File: config.mk
export PLATFORM = sky130hd
export DESIGN_NAME = delimiter_tokenizer_with_quotes_top
export DESIGN_NICKNAME = d
export VERILOG_FILES = /design/src/hw/rtl/dtq_pkg.sv /design/src/hw/rtl/dtq_cfg.sv /design/src/hw/rtl/dtq_front.sv /design/src/hw/rtl/dtq_queue.sv /design/src/hw/rtl/dtq_back.sv /design/src/hw/rtl/delimiter_tokenizer_with_quotes_top.sv
export SDC_FILE = /design/constraint.sdc
export NUM_CORES = 1
export LEC_CHECK = 0
export ABC_AREA = 1
export ABC_CLOCK_PERIOD_IN_PS = 3950
export CORE_ASPECT_RATIO = 1.1
export CORE_UTILIZATION = 40
export DETAILED_ROUTE_END_ITERATION = 6
export DONT_BUFFER_PORTS = 1
export PLACE_DENSITY_LB_ADDON = 0.08
export SETUP_SLACK_MARGIN = 0.05
export SYNTH_ARGS = -nofsm -noshare
export SYNTH_HDL_FRONTEND = slang
export SYNTH_SLANG_ARGS = --single-unit
File: constraint.sdc
create_clock -name i_clk -period 3.95 [get_ports i_clk]
set_input_delay 0.395 -clock i_clk [delete_from_list [all_inputs] [get_ports i_clk]]
set_output_delay 0.395 -clock i_clk [all_outputs]
set_load 0.01 [all_outputs]
File: src/hw/rtl/dtq_pkg.sv
// ----------------------------------------------------------------------------
// Delimiter tokenizer package
// Shared constants, types and a helper function for the tokenizer blocks.
// ----------------------------------------------------------------------------
package dtq_pkg;

    // Sizing
    localparam int DELIM_SLOTS = 4;
    localparam int COUNT_WIDTH = 16;
    localparam int CH_W        = 8;
    localparam int OUT_W       = 16;
    localparam int CMP_W       = (COUNT_WIDTH > OUT_W) ? COUNT_WIDTH : OUT_W;
    localparam int QUEUE_DEPTH = 4;
    localparam int QPTR_W      = $clog2(QUEUE_DEPTH);
    localparam int QCNT_W      = $clog2(QUEUE_DEPTH + 1);
    localparam int ADDR_W      = 5;
    localparam int REG_IDX_W   = 3;
    localparam int USED_W      = $clog2(DELIM_SLOTS + 1) + 1;

    // Characters
    localparam logic [CH_W-1:0] CH_NUL   = 8'h00;
    localparam logic [CH_W-1:0] CH_QUOTE = 8'h22;

    // Register indexes
    localparam logic [REG_IDX_W-1:0] REG_DELIM_0     = 3'd0;
    localparam logic [REG_IDX_W-1:0] REG_DELIM_LAST  = 3'd3;
    localparam logic [REG_IDX_W-1:0] REG_DELIM_CNT   = 3'd4;
    localparam logic [REG_IDX_W-1:0] REG_QUOTES_OFF  = 3'd5;
    localparam logic [REG_IDX_W-1:0] REG_TOKEN_LIMIT = 3'd6;

    // Result kinds on the output stream
    typedef enum logic [1:0] {
        KIND_BYTE = 2'd0,
        KIND_END  = 2'd1,
        KIND_DONE = 2'd2
    } t_kind;

    // Work queued from front to back
    typedef enum logic [1:0] {
        OP_BYTE,
        OP_END,
        OP_DONE,
        OP_END_DONE
    } t_op;

    typedef struct packed {
        t_op                 op;
        logic [CH_W-1:0]     data;
        logic [OUT_W-1:0]    index;
        logic [OUT_W-1:0]    total;
    } t_entry;

    // Live configuration
    typedef struct packed {
        logic [DELIM_SLOTS-1:0][CH_W-1:0] delim;
        logic [2:0]                       delim_count;
        logic                             quotes_off;
        logic [OUT_W-1:0]                 token_limit;
    } t_cfg;

    // Delimiter slot reset values: tab, LF, CR, space, then zero
    function automatic logic [CH_W-1:0] delim_reset(input int slot);
        logic [CH_W-1:0] v;
        unique case (slot)
            0:       v = 8'd9;
            1:       v = 8'd10;
            2:       v = 8'd13;
            3:       v = 8'd32;
            default: v = 8'd0;
        endcase
        return v;
    endfunction

endpackage

File: src/hw/rtl/dtq_cfg.sv
// ----------------------------------------------------------------------------
// Tokenizer configuration registers
// APB-style register file holding delimiters, quote switch and token limit.
// ----------------------------------------------------------------------------
module dtq_cfg (
    input  logic                         i_clk,
    input  logic                         i_rst_n,
    input  logic                         psel,
    input  logic                         penable,
    input  logic                         pwrite,
    input  logic [dtq_pkg::ADDR_W-1:0]   paddr,
    input  logic [31:0]                  pwdata,
    output logic [31:0]                  prdata,
    output logic                         pready,
    output dtq_pkg::t_cfg                o_cfg
);

    dtq_pkg::t_cfg                     r_cfg;
    logic [dtq_pkg::REG_IDX_W-1:0]     reg_idx;
    logic                              wr_en;

    assign pready  = 1'b1;
    assign reg_idx = paddr[dtq_pkg::ADDR_W-1:2];
    assign wr_en   = psel && penable && pwrite;
    assign o_cfg   = r_cfg;

    // Register writes
    always_ff @(posedge i_clk) begin
        if (!i_rst_n) begin
            for (int i = 0; i < dtq_pkg::DELIM_SLOTS; i++) begin
                r_cfg.delim[i] <= dtq_pkg::delim_reset(i);
            end
            r_cfg.delim_count <= 3'd4;
            r_cfg.quotes_off  <= 1'b0;
            r_cfg.token_limit <= '0;
        end else if (wr_en) begin
            for (int i = 0; i < dtq_pkg::DELIM_SLOTS; i++) begin
                if (i < 4 && reg_idx == 3'(i)) begin
                    r_cfg.delim[i] <= pwdata[7:0];
                end
            end
            if (reg_idx == dtq_pkg::REG_DELIM_CNT) begin
                r_cfg.delim_count <= pwdata[2:0];
            end
            if (reg_idx == dtq_pkg::REG_QUOTES_OFF) begin
                r_cfg.quotes_off <= pwdata[0];
            end
            if (reg_idx == dtq_pkg::REG_TOKEN_LIMIT) begin
                r_cfg.token_limit <= pwdata[15:0];
            end
        end
    end

    // Read mux
    always_comb begin
        prdata = '0;
        for (int i = 0; i < dtq_pkg::DELIM_SLOTS; i++) begin
            if (i < 4 && reg_idx == 3'(i)) begin
                prdata = 32'(r_cfg.delim[i]);
            end
        end
        if (reg_idx == dtq_pkg::REG_DELIM_CNT) begin
            prdata = 32'(r_cfg.delim_count);
        end
        if (reg_idx == dtq_pkg::REG_QUOTES_OFF) begin
            prdata = 32'(r_cfg.quotes_off);
        end
        if (reg_idx == dtq_pkg::REG_TOKEN_LIMIT) begin
            prdata = 32'(r_cfg.token_limit);
        end
    end

endmodule

File: src/hw/rtl/dtq_front.sv
// ----------------------------------------------------------------------------
// Tokenizer front end
// Accepts characters, tracks scan mode and token count, queues result work.
// ----------------------------------------------------------------------------
module dtq_front (
    input  logic                          i_clk,
    input  logic                          i_rst_n,
    input  dtq_pkg::t_cfg                 i_cfg,
    input  logic                          i_s_axis_tvalid,
    output logic                          o_s_axis_tready,
    input  logic [dtq_pkg::CH_W-1:0]      i_s_axis_tdata,   // [7:0] ch
    input  logic                          i_full,
    output logic                          o_push,
    output dtq_pkg::t_entry               o_entry
);

    typedef enum logic [1:0] {
        MODE_IDLE,
        MODE_PLAIN,
        MODE_QUOTED,
        MODE_SWALLOW
    } t_mode;

    t_mode                             r_mode, n_mode;
    logic [dtq_pkg::COUNT_WIDTH-1:0]   r_count, n_count;
    logic [dtq_pkg::COUNT_WIDTH-1:0]   count_inc;
    logic [dtq_pkg::USED_W-1:0]        used;
    logic                              accept;
    logic                              is_delim;
    logic                              is_close;
    logic                              limit_hit;
    logic [dtq_pkg::CH_W-1:0]          ch;

    assign ch              = i_s_axis_tdata;
    assign o_s_axis_tready = !i_full;
    assign accept          = i_s_axis_tvalid && !i_full;

    // Classify the character against the active delimiter slots
    always_comb begin
        if (dtq_pkg::USED_W'(i_cfg.delim_count) > dtq_pkg::USED_W'(dtq_pkg::DELIM_SLOTS)) begin
            used = dtq_pkg::USED_W'(dtq_pkg::DELIM_SLOTS);
        end else begin
            used = dtq_pkg::USED_W'(i_cfg.delim_count);
        end
        is_delim = 1'b0;
        for (int i = 0; i < dtq_pkg::DELIM_SLOTS; i++) begin
            if (dtq_pkg::USED_W'(i) < used && i_cfg.delim[i] == ch) begin
                is_delim = 1'b1;
            end
        end
    end

    // Saturating count and limit test
    assign count_inc = (r_count == '1) ? r_count : r_count + 1'b1;
    assign limit_hit = (i_cfg.token_limit != '0) &&
                       (dtq_pkg::CMP_W'(count_inc) >= dtq_pkg::CMP_W'(i_cfg.token_limit));
    assign is_close  = (r_mode == MODE_PLAIN) ? is_delim : (ch == dtq_pkg::CH_QUOTE);

    // Next state and queued work
    always_comb begin
        n_mode        = r_mode;
        n_count       = r_count;
        o_push        = 1'b0;
        o_entry.op    = dtq_pkg::OP_BYTE;
        o_entry.data  = ch;
        o_entry.index = dtq_pkg::OUT_W'(r_count);
        o_entry.total = '0;
        if (accept) begin
            unique case (r_mode)
                MODE_SWALLOW: begin
                    if (ch == dtq_pkg::CH_NUL) begin
                        n_mode  = MODE_IDLE;
                        n_count = '0;
                    end
                end
                MODE_IDLE: begin
                    priority if (ch == dtq_pkg::CH_NUL) begin
                        o_push        = 1'b1;
                        o_entry.op    = dtq_pkg::OP_DONE;
                        o_entry.total = dtq_pkg::OUT_W'(r_count);
                        n_count       = '0;
                    end else if (is_delim) begin
                        n_mode = MODE_IDLE;
                    end else if (ch == dtq_pkg::CH_QUOTE && !i_cfg.quotes_off) begin
                        n_mode = MODE_QUOTED;
                    end else begin
                        o_push = 1'b1;
                        n_mode = MODE_PLAIN;
                    end
                end
                MODE_PLAIN, MODE_QUOTED: begin
                    priority if (ch == dtq_pkg::CH_NUL) begin
                        o_push        = 1'b1;
                        o_entry.op    = dtq_pkg::OP_END_DONE;
                        o_entry.total = dtq_pkg::OUT_W'(count_inc);
                        n_mode        = MODE_IDLE;
                        n_count       = '0;
                    end else if (is_close) begin
                        o_push        = 1'b1;
                        o_entry.total = dtq_pkg::OUT_W'(count_inc);
                        n_count       = count_inc;
                        if (limit_hit) begin
                            o_entry.op = dtq_pkg::OP_END_DONE;
                            n_mode     = MODE_SWALLOW;
                        end else begin
                            o_entry.op = dtq_pkg::OP_END;
                            n_mode     = MODE_IDLE;
                        end
                    end else begin
                        o_push = 1'b1;
                    end
                end
                default: begin
                    n_mode = r_mode;
                end
            endcase
        end
    end

    // Hold scan state
    always_ff @(posedge i_clk) begin
        if (!i_rst_n) begin
            r_mode  <= MODE_IDLE;
            r_count <= '0;
        end else begin
            r_mode  <= n_mode;
            r_count <= n_count;
        end
    end

    // Swallowed input never produces results
    a_swallow_quiet: assert property (@(posedge i_clk) disable iff (!i_rst_n)
        (r_mode == MODE_SWALLOW) |-> !o_push)
        else $error("push while swallowing");

    // A NUL always brings the scanner back to idle with a cleared count
    a_nul_resets: assert property (@(posedge i_clk) disable iff (!i_rst_n)
        (accept && ch == dtq_pkg::CH_NUL) |=> (r_mode == MODE_IDLE && r_count == '0))
        else $error("NUL did not reset the scanner");

    // No work is queued without an accepted character
    a_push_on_accept: assert property (@(posedge i_clk) disable iff (!i_rst_n)
        o_push |-> accept)
        else $error("push without accepted input");

endmodule

File: src/hw/rtl/dtq_queue.sv
// ----------------------------------------------------------------------------
// Tokenizer work queue
// Short register queue between the front end and the result stage.
// ----------------------------------------------------------------------------
module dtq_queue (
    input  logic              i_clk,
    input  logic              i_rst_n,
    input  logic              i_push,
    input  dtq_pkg::t_entry   i_entry,
    output logic              o_full,
    input  logic              i_pop,
    output dtq_pkg::t_entry   o_head,
    output logic              o_empty
);

    dtq_pkg::t_entry                 r_mem [dtq_pkg::QUEUE_DEPTH];
    logic [dtq_pkg::QPTR_W-1:0]      r_wr_ptr, r_rd_ptr;
    logic [dtq_pkg::QCNT_W-1:0]      r_fill;

    assign o_full  = (r_fill == dtq_pkg::QCNT_W'(dtq_pkg::QUEUE_DEPTH));
    assign o_empty = (r_fill == '0);
    assign o_head  = r_mem[r_rd_ptr];

    // Store entries
    always_ff @(posedge i_clk) begin
        if (i_push) begin
            r_mem[r_wr_ptr] <= i_entry;
        end
    end

    // Advance pointers and fill level
    always_ff @(posedge i_clk) begin
        if (!i_rst_n) begin
            r_wr_ptr <= '0;
            r_rd_ptr <= '0;
            r_fill   <= '0;
        end else begin
            if (i_push) begin
                r_wr_ptr <= r_wr_ptr + 1'b1;
            end
            if (i_pop) begin
                r_rd_ptr <= r_rd_ptr + 1'b1;
            end
            unique case ({i_push, i_pop})
                2'b10:   r_fill <= r_fill + 1'b1;
                2'b01:   r_fill <= r_fill - 1'b1;
                default: r_fill <= r_fill;
            endcase
        end
    end

    a_no_overflow: assert property (@(posedge i_clk) disable iff (!i_rst_n)
        !(i_push && o_full))
        else $error("push into full queue");

    a_no_underflow: assert property (@(posedge i_clk) disable iff (!i_rst_n)
        !(i_pop && o_empty))
        else $error("pop from empty queue");

    a_fill_bound: assert property (@(posedge i_clk) disable iff (!i_rst_n)
        r_fill <= dtq_pkg::QCNT_W'(dtq_pkg::QUEUE_DEPTH))
        else $error("queue fill out of range");

endmodule

File: src/hw/rtl/dtq_back.sv
// ----------------------------------------------------------------------------
// Tokenizer result stage
// Expands queued work into output transfers through an output register.
// ----------------------------------------------------------------------------
module dtq_back (
    input  logic                            i_clk,
    input  logic                            i_rst_n,
    input  dtq_pkg::t_entry                 i_head,
    input  logic                            i_empty,
    output logic                            o_pop,
    output logic                            o_m_axis_tvalid,
    input  logic                            i_m_axis_tready,
    output logic [39:0]                     o_m_axis_tdata,  // data_byte, token_index, token_total
    output logic [1:0]                      o_m_axis_tuser,  // kind
    output logic                            o_m_axis_tlast
);

    logic                          r_valid;
    logic                          r_phase, n_phase;
    dtq_pkg::t_kind                r_kind, n_kind;
    logic [dtq_pkg::CH_W-1:0]      r_data, n_data;
    logic [dtq_pkg::OUT_W-1:0]     r_index, n_index;
    logic [dtq_pkg::OUT_W-1:0]     r_total, n_total;
    logic                          r_last, n_last;
    logic                          load;

    assign load            = !r_valid || i_m_axis_tready;
    assign o_m_axis_tvalid = r_valid;
    assign o_m_axis_tdata  = {r_total, r_index, r_data};
    assign o_m_axis_tuser  = r_kind;
    assign o_m_axis_tlast  = r_last;

    // Pick the next transfer from the queue head
    always_comb begin
        o_pop   = 1'b0;
        n_phase = r_phase;
        n_kind  = dtq_pkg::KIND_BYTE;
        n_data  = '0;
        n_index = '0;
        n_total = '0;
        n_last  = 1'b1;
        if (load && !i_empty) begin
            unique case (i_head.op)
                dtq_pkg::OP_BYTE: begin
                    o_pop   = 1'b1;
                    n_data  = i_head.data;
                    n_index = i_head.index;
                end
                dtq_pkg::OP_END: begin
                    o_pop   = 1'b1;
                    n_kind  = dtq_pkg::KIND_END;
                    n_index = i_head.index;
                end
                dtq_pkg::OP_DONE: begin
                    o_pop   = 1'b1;
                    n_kind  = dtq_pkg::KIND_DONE;
                    n_total = i_head.total;
                end
                dtq_pkg::OP_END_DONE: begin
                    if (!r_phase) begin
                        n_phase = 1'b1;
                        n_kind  = dtq_pkg::KIND_END;
                        n_index = i_head.index;
                        n_last  = 1'b0;
                    end else begin
                        o_pop   = 1'b1;
                        n_phase = 1'b0;
                        n_kind  = dtq_pkg::KIND_DONE;
                        n_total = i_head.total;
                    end
                end
                default: begin
                    o_pop = 1'b0;
                end
            endcase
        end
    end

    // Output register
    always_ff @(posedge i_clk) begin
        if (!i_rst_n) begin
            r_valid <= 1'b0;
            r_phase <= 1'b0;
        end else if (load) begin
            r_valid <= !i_empty;
            r_phase <= n_phase;
        end
    end

    always_ff @(posedge i_clk) begin
        if (load) begin
            r_kind  <= n_kind;
            r_data  <= n_data;
            r_index <= n_index;
            r_total <= n_total;
            r_last  <= n_last;
        end
    end

    // Second half of a split entry always has its entry still queued
    a_phase_head: assert property (@(posedge i_clk) disable iff (!i_rst_n)
        r_phase |-> (!i_empty && i_head.op == dtq_pkg::OP_END_DONE))
        else $error("split entry lost from queue head");

    // The first half of a split entry is an end marker that is not last
    a_phase_marker: assert property (@(posedge i_clk) disable iff (!i_rst_n)
        r_phase |-> (r_valid && r_kind == dtq_pkg::KIND_END && !r_last))
        else $error("split entry first half malformed");

    // Pop only when the output register takes the final transfer of an entry
    a_pop_loads: assert property (@(posedge i_clk) disable iff (!i_rst_n)
        o_pop |-> (load && !i_empty))
        else $error("pop without output load");

endmodule

File: src/hw/rtl/delimiter_tokenizer_with_quotes_top.sv
// ----------------------------------------------------------------------------
// Delimiter tokenizer with quoted strings, top level
// Splits a NUL-terminated character stream into tokens with quoted strings.
//
//   Channel   Dir  Handshake           Payload
//   s_axis    in   tvalid/tready       tdata[7:0] ch
//   m_axis    out  tvalid/tready       tdata {token_total, token_index, data_byte},
//                                      tuser kind, tlast last
//   apb       in   psel/penable/pready paddr[4:2] register index, pwdata/prdata
//
// One character is accepted per cycle while the four-entry work queue has room.
// Results leave one per cycle while results are queued and m_axis tready is high;
// an end marker followed by done is sent as two transfers from one queued entry.
// Each character's work is registered in the work queue, then in the output register.
// Reset is synchronous, active low; no clearing pass is needed.
// Output stalls fill the queue and then deassert s_axis tready.
// ----------------------------------------------------------------------------
module delimiter_tokenizer_with_quotes_top (
    input  logic                        i_clk,
    input  logic                        i_rst_n,
    input  logic                        i_s_axis_tvalid,
    output logic                        o_s_axis_tready,
    input  logic [7:0]                  i_s_axis_tdata,   // [7:0] ch
    output logic                        o_m_axis_tvalid,
    input  logic                        i_m_axis_tready,
    output logic [39:0]                 o_m_axis_tdata,   // [7:0] data_byte, [23:8] token_index, [39:24] token_total
    output logic [1:0]                  o_m_axis_tuser,   // [1:0] kind
    output logic                        o_m_axis_tlast,
    input  logic                        psel,
    input  logic                        penable,
    input  logic                        pwrite,
    input  logic [dtq_pkg::ADDR_W-1:0]  paddr,
    input  logic [31:0]                 pwdata,
    output logic [31:0]                 prdata,
    output logic                        pready
);

    dtq_pkg::t_cfg    cfg;
    dtq_pkg::t_entry  push_entry;
    dtq_pkg::t_entry  head;
    logic             push;
    logic             pop;
    logic             full;
    logic             empty;

    dtq_cfg u_cfg (
        .i_clk   (i_clk),
        .i_rst_n (i_rst_n),
        .psel    (psel),
        .penable (penable),
        .pwrite  (pwrite),
        .paddr   (paddr),
        .pwdata  (pwdata),
        .prdata  (prdata),
        .pready  (pready),
        .o_cfg   (cfg)
    );

    dtq_front u_front (
        .i_clk           (i_clk),
        .i_rst_n         (i_rst_n),
        .i_cfg           (cfg),
        .i_s_axis_tvalid (i_s_axis_tvalid),
        .o_s_axis_tready (o_s_axis_tready),
        .i_s_axis_tdata  (i_s_axis_tdata),
        .i_full          (full),
        .o_push          (push),
        .o_entry         (push_entry)
    );

    dtq_queue u_queue (
        .i_clk   (i_clk),
        .i_rst_n (i_rst_n),
        .i_push  (push),
        .i_entry (push_entry),
        .o_full  (full),
        .i_pop   (pop),
        .o_head  (head),
        .o_empty (empty)
    );

    dtq_back u_back (
        .i_clk           (i_clk),
        .i_rst_n         (i_rst_n),
        .i_head          (head),
        .i_empty         (empty),
        .o_pop           (pop),
        .o_m_axis_tvalid (o_m_axis_tvalid),
        .i_m_axis_tready (i_m_axis_tready),
        .o_m_axis_tdata  (o_m_axis_tdata),
        .o_m_axis_tuser  (o_m_axis_tuser),
        .o_m_axis_tlast  (o_m_axis_tlast)
    );

endmodule
==> results.cfg, run 1 <==
[logic_synthesis]
synth_cell_types = 53
synthTopCellsByCount = nor2_1 (248), edfxtp_1 (211), nand2_1 (154)
ys_seq_area_share_pct = 59.8
yosys_warnings = 0
synth_top_area_cell = edfxtp_1
yosysMostFrequentCell = nor2_1
synth-edff-count = 211
synth-seq-cells = 292
synthFlopType = edfxtp_1
async_reset_ff_share_pct = 0
synthTopCellsByArea = edfxtp_1 (48%), dfxtp_1 (12%), nor2_1 (7.0%)
synth.top_cell.area_share_pct = 47.6
netlist_area_um2 = 13300
syn_inst = 1359
synth.avg_cell_area_um2 = 9.79

[routing]
viasPerCell = 5.19
ant_nets = 0
drc = 0
post_drt_wl_per_cell_um = 18.6
drt_iter0_drc = 561
num_vias = 9408
wl_mm = 33.8
first_pass_iters = 5

[global_route]
grt_pass1_wl_mm = 53.3
globalRouteMet1Util_pct = 27.2
gr-total-overflow = 0
grt_most_used_layer = met2
grt_max_degree = 56
grt_pass1_vias = 9308
use_met2_pct = 33.9
antenna_found_initial = 0
groute.usage.overall_pct = 20.3
use_met3_pct = 3.66

[sta]
fin_crit_sh_pct = 83.1
rsz0062_at_grt = no
hold_viol = 0
setup_viol = 0
max-slew-margin-rel_pct = 31.8
slew_violations = 0
max_slew.worst_pin.slew_ps = 1020
skew_ps = 13.3
setup_tns_ps = 0
finalCriticalPeriod_ps = 3280
fmax_mhz = 305

[floorplan]
num_rows = 69
start_util_pct = 40.9
die_y_um = 193
coreArea_um2 = 32500
fp.dieW_um = 176
ios = 130
die_area_um2 = 34000

[placement]
io_buffers = 0
gp_congestion = 0.865
post-place-cells = 1741
dp.final_hpwl_mm = 21.9

[cts]
cts_root_buf = clkbuf_16
htree_levels = 1
worst_skew_pair.late_latency_ps = 560
clk_path_buf_depth = 3
numClockSinks = 292
cts_buffers = 30
clk_pin_slew_worst_paths_ps = 60
cts_setup_buffers = 0
tritoncts = yes

[final_layout]
n_antenna_cell = 0
final_layout_size_suffix_gt1_share_pct = 8.86
area_delta_synth_final_pct = 11.5
layout.cells.non_filler = 1814
nets = 1443

[setup_path]
crit_fanout = 5
start_kind = register
cp-end-kind = register
arrival_ps = 3720
critPathKind = register to register
required_ps = 4390

[min_path]
holdCritPathClass = primary input to register

[flow_run]
maxCapViolations = 0

[status]
status = complete, no violations

[power_and_ir_drop]
power.density_nw_per_um2 = 605
p_leak_nw = 5.45
max-vdd-ir-drop_v = 0.000414
-- state kept, by name (all words and copies together), names as in the netlist, 2 cells and up, named ones only --
name and count:
u_queue.r_wr_ptr 2, u_queue.r_rd_ptr 2, u_front.r_mode 2, u_queue.r_mem 168, u_back.r_data 8, u_back.r_total 16
u_front.r_count 16, u_cfg.o_cfg 52, u_back.r_index 16, u_queue.r_fill 3, u_back.o_m_axis_tuser 2
-- what timing repair did --
item / in CTS / in global routing
hold buffers: 17 / 0
setup endpoints to repair: 0 / 4
hold endpoints to repair: 91 / 0
resized for setup: 0 / 1
-- routing by layer --
layer,wire length [µm],up-vias
met5,0,-
met4,663,0
met3,1620,51
met2,16000,208
met1,15500,4499
li1,-,4650
-- cells by family (layout without fill, tap and decap cells) --
group	count (synthesis)	in the layout	synth area share, %
compound gates	314	314	13.2
simple gates	506	506	16.5
buf+inv	200	214	6.69
flops	292	292	59.8
xor+xnor	18	18	1.19
fa+ha+maj	27	27	2.60
other cells	2	17	0.0565
-- cells in the final DEF, fill, tap and decap left out, types with 7 or more instances in the layout --
master	Yosys	final
a211oi_1	20	20
inv_1	113	111
nand2_1	154	154
dlygate4sd3_1	0	16
clkinv_1	4	10
nand2_2	13	13
a21oi_1	106	105
inv_2	9	11
nor4_1	7	7
clkbuf_16	0	31
edfxtp_1	211	211
o21ai_0	152	152
nor2_1	248	244
xnor2_1	8	8
nand4_1	25	25
xor2_1	10	10
nand3_1	31	31
buf_4	17	10
ha_1	26	26
dfxtp_1	81	80
conb_1	2	17
o22ai_1	9	9
o21ai_2	7	7
-- worst max-delay path, cell delays in order (launching register included) --
cell,delay [ps]
dfxtp_1,370
nor2_1,90
nor2_1,190
nand3_1,100
nor2_1,90
nand2_1,50
nand2_1,120
nor2_1,80
nand3b_1,110
nand3_1,230
nand2_1,480
ha_1,230
inv_1,70
fa_1,430
a21oi_1,160
o21ai_0,120
o21ai_0,160
a21oi_1,50
-- path summary, 6_finish.rpt --
path         slack (ps)                 to  cells past startpoint           startpoint
max                 670  u_queue.r_fill[2]                     17      u_cfg.o_cfg[19]
min                  20           register                      2              i_rst_n
max reg2reg         670  u_queue.r_fill[2]                     17      u_cfg.o_cfg[19]
min reg2reg         460           register                      2  u_queue.r_rd_ptr[1]
-- per-stage QoR --
step                cell area, µm²  util [%]  setup WS, ps  hold WS, ps  total power [mW]
finish                       14800      45.5           669         22.9              8.97
global route                 14800      45.5           201         23.5              9.48
CTS                          14800      45.5           514        0.358              9.10
detailed placement           13700      42.0           547          453              6.26
global placement             13700      42.0           604          447              6.23
floorplan                    13400         -           325          436              5.61
-- area by class of cell --
| class | instances | area [µm²] |
|---|---|---|
| fill | 3106 | 17700 |
| sequential | 292 | 7960 |
| multi-input combinational | 882 | 4540 |
| clock buffer | 36 | 795 |
| tap | 426 | 533 |
| inverter | 127 | 479 |
| timing repair buffer | 31 | 335 |
| clock inverter | 20 | 180 |
-- power by group --
| group | internal [mW] | switching [mW] |
|---|---|---|
| registers | 3.96 | 0.256 |
| logic | 0.526 | 1.43 |
| clock network | 1.63 | 1.17 |
No activity file was read; power rests on OpenSTA's default activity.
==> run 2: changes to the inputs <==
--- a/config.mk
+++ b/config.mk
@@ -6,7 +6,7 @@
 export NUM_CORES = 1
 export LEC_CHECK = 0
 export ABC_AREA = 1
-export ABC_CLOCK_PERIOD_IN_PS = 3950
+export ABC_CLOCK_PERIOD_IN_PS = 3000
 export CORE_ASPECT_RATIO = 1.1
 export CORE_UTILIZATION = 40
 export DETAILED_ROUTE_END_ITERATION = 6
==> constraint.sdc (replaced) <==
create_clock -name i_clk -period 3 [get_ports i_clk]
set_input_delay 0.3 -clock i_clk [delete_from_list [all_inputs] [get_ports i_clk]]
set_output_delay 0.3 -clock i_clk [all_outputs]
set_load 0.01 [all_outputs]
==> results.cfg, run 2 (same netlist as run 1, synthesis figures left out) <==
[cts]
htree_levels = 1
cts_root_buf = clkbuf_16
numClockSinks = 292
clk_path_buf_depth = 3
worst_skew_pair.late_latency_ps = 570
clk_pin_slew_worst_paths_ps = 70
tritoncts = yes
cts_buffers = 30

[power_and_ir_drop]
p_leak_nw = 5.79
power.density_nw_per_um2 = 788
max-vdd-ir-drop_v = 0.000432
switching_power_mw = 3.80
p_comb_share_pct = 22.0
power.share.switching_pct = 31.1
pwr-share-clk_pct = 32.4
p_int_mw = 8.41
seqPwrFrac_pct = 45.6

[sta]
slew_violations = 0
skew_ps = 17.8
setup_viol = 0
fin_crit_sh_pct = 92.5
max_slew.worst_pin.slew_ps = 1050
hold_viol = 0
finalCriticalPeriod_ps = 2770
rsz0062_at_grt = yes
fmax_mhz = 360
max-slew-margin-rel_pct = 29.8

[setup_path]
r2r_setup_slack_ps = 230
cp-end-kind = register
start_kind = register
r2r-end = u_queue.r_mem[0][41]
reg2reg_from = u_front.r_count[0]
arrival_ps = 3080
crit_fanout = 4
rr_worst_depth = 17
required_ps = 3310
critPathKind = register to register

[global_route]
gr-total-overflow = 0
grt_most_used_layer = met2
use_met2_pct = 33.4
globalRouteMet1Util_pct = 29.2
grt_pass1_vias = 9224
grt_max_degree = 59
antenna_found_initial = 0
grt_pass1_wl_mm = 54.2
use_met3_pct = 2.89
groute.usage.overall_pct = 20.6

[routing]
drc = 0
wl_mm = 34.4
drt_iter0_drc = 605
post_drt_wl_per_cell_um = 18.4
num_vias = 9602
ant_nets = 0
first_pass_iters = 7
viasPerCell = 5.14

[final_layout]
final_layout_size_suffix_gt1_share_pct = 13.0
area_delta_synth_final_pct = 16.5
n_antenna_cell = 0
largest-register = u_queue.r_mem
multi_input_area_um2 = 4680
seq_area_um2 = 7970
layout_commonest_cell = nor2_1
layout_common_cells = nor2_1 (242), edfxtp_1 (211), nand2_1 (152)
nets = 1496
layout.cells.non_filler = 1867
nFillCells = 3007
fin_area_um2 = 15500
largest_reg_flops = 168

[floorplan]
start_util_pct = 40.9
die_area_um2 = 34000
fp.dieW_um = 176
die_y_um = 193
coreArea_um2 = 32500
ios = 130
num_rows = 69

[min_path]
holdCritStartpoint = i_rst_n
min_to = u_cfg.o_cfg[39]
hold_path_depth = 2
holdCritPathClass = primary input to register

[flow_run]
maxCapViolations = 0

[placement]
io_buffers = 0
gp_congestion = 0.852
post-place-cells = 1781
dp.final_hpwl_mm = 22.9
placed_area_um2 = 14000

[status]
status = complete, no violations
-- run 2: cell count changes in the layout (fill, tap and decap cells not counted), sizes merged --
| cell | previous run | this run |
|---|---|---|
| buf | 15 | 58 |
| clkbuf | 36 | 35 |
| clkinv | 16 | 15 |
| inv | 124 | 123 |
| bufinv | 3 | 6 |
| dlygate4sd3 | 16 | 26 |
-- run 2: what timing repair did --
item | in CTS | in global routing
hold buffers | 27 | 0
gates resized for setup | 0 | 39
endpoints found under the setup margin | 0 | 7
setup buffers | 0 | 4
endpoints found under the hold margin | 95 | 0
-- run 2: worst max-delay path by stage --
stage	slack [ps]	end	from	cells after the start
6_report	230	u_queue.r_mem[0][41]	u_front.r_count[0]	17
5_1_grt	40	u_front.r_mode[0]	u_front.r_count[0]	19
4_1_cts	50	u_queue.r_mem[1][41]	u_front.r_count[0]	18
3_5_place_dp	70	u_queue.r_mem[1][41]	u_front.r_count[0]	18
3_3_place_gp	80	u_queue.r_mem[3][41]	u_front.r_count[1]	18
2_1_floorplan	-530	u_queue.r_mem[0][0]	i_s_axis_tdata[3]	14
-- run 2: critical path, stage by stage, from the launching register on --
cell and delay, ps:
dfxtp_2 370, ha_4 150, nand2_4 60, nor2_4 170, nand3_4 110, nor2_4 140
nand2_2 90, nor4_4 290, nor2_2 90, ha_1 270, nand2_1 70, inv_2 50
nand3_4 70, inv_1 60, a21oi_2 140, nand3_2 110, a21oi_2 200, a21oi_4 70
-- run 2: metrics by stage --
step | util (%) | setup TNS (ps) | power [mW] | hold slack (ps) | worst slack [ps]
detailed placement | 43.0 | 0 | 8.33 | 395 | 65.8
global placement | 43.0 | 0 | 8.30 | 393 | 83.8
floorplan | - | -89010 | 7.39 | 399 | -530
finish | 47.6 | 0 | 12.2 | 40.1 | 226
CTS | 47.1 | 0 | 12.4 | 8.65 | 51.7
global route | 47.6 | 0 | 12.9 | 37.7 | 39.5
-- run 2: power by group through the flow --
stage / clock [mW] / sequential (mW) / combinational (mW)
2_1_floorplan: 0 / 5.61 / 1.78
3_3_place_gp: 0 / 5.65 / 2.65
3_5_place_dp: 0 / 5.66 / 2.67
4_1_cts: 4.05 / 5.57 / 2.74
5_1_grt: 4.20 / 5.64 / 3.07
6_report: 3.95 / 5.57 / 2.69
-- run 2: final cells by class --
| cell class | count | area share (%) |
|---|---|---|
| Multi-Input combinational cell | 882 | 30.2 |
| Inverter | 127 | 3.11 |
| Clock inverter | 21 | 1.64 |
| Tap cell | 426 | 3.44 |
| Sequential cell | 292 | 51.4 |
| Timing Repair Buffer | 84 | 5.06 |
| Clock buffer | 35 | 5.10 |
-- run 2: layer usage --
layer | routed length, µm | vias up
met1 | 16000 | 4575
met4 | 514 | 0
met2 | 16300 | 241
met5 | 0 | -
li1 | - | 4746
met3 | 1630 | 40
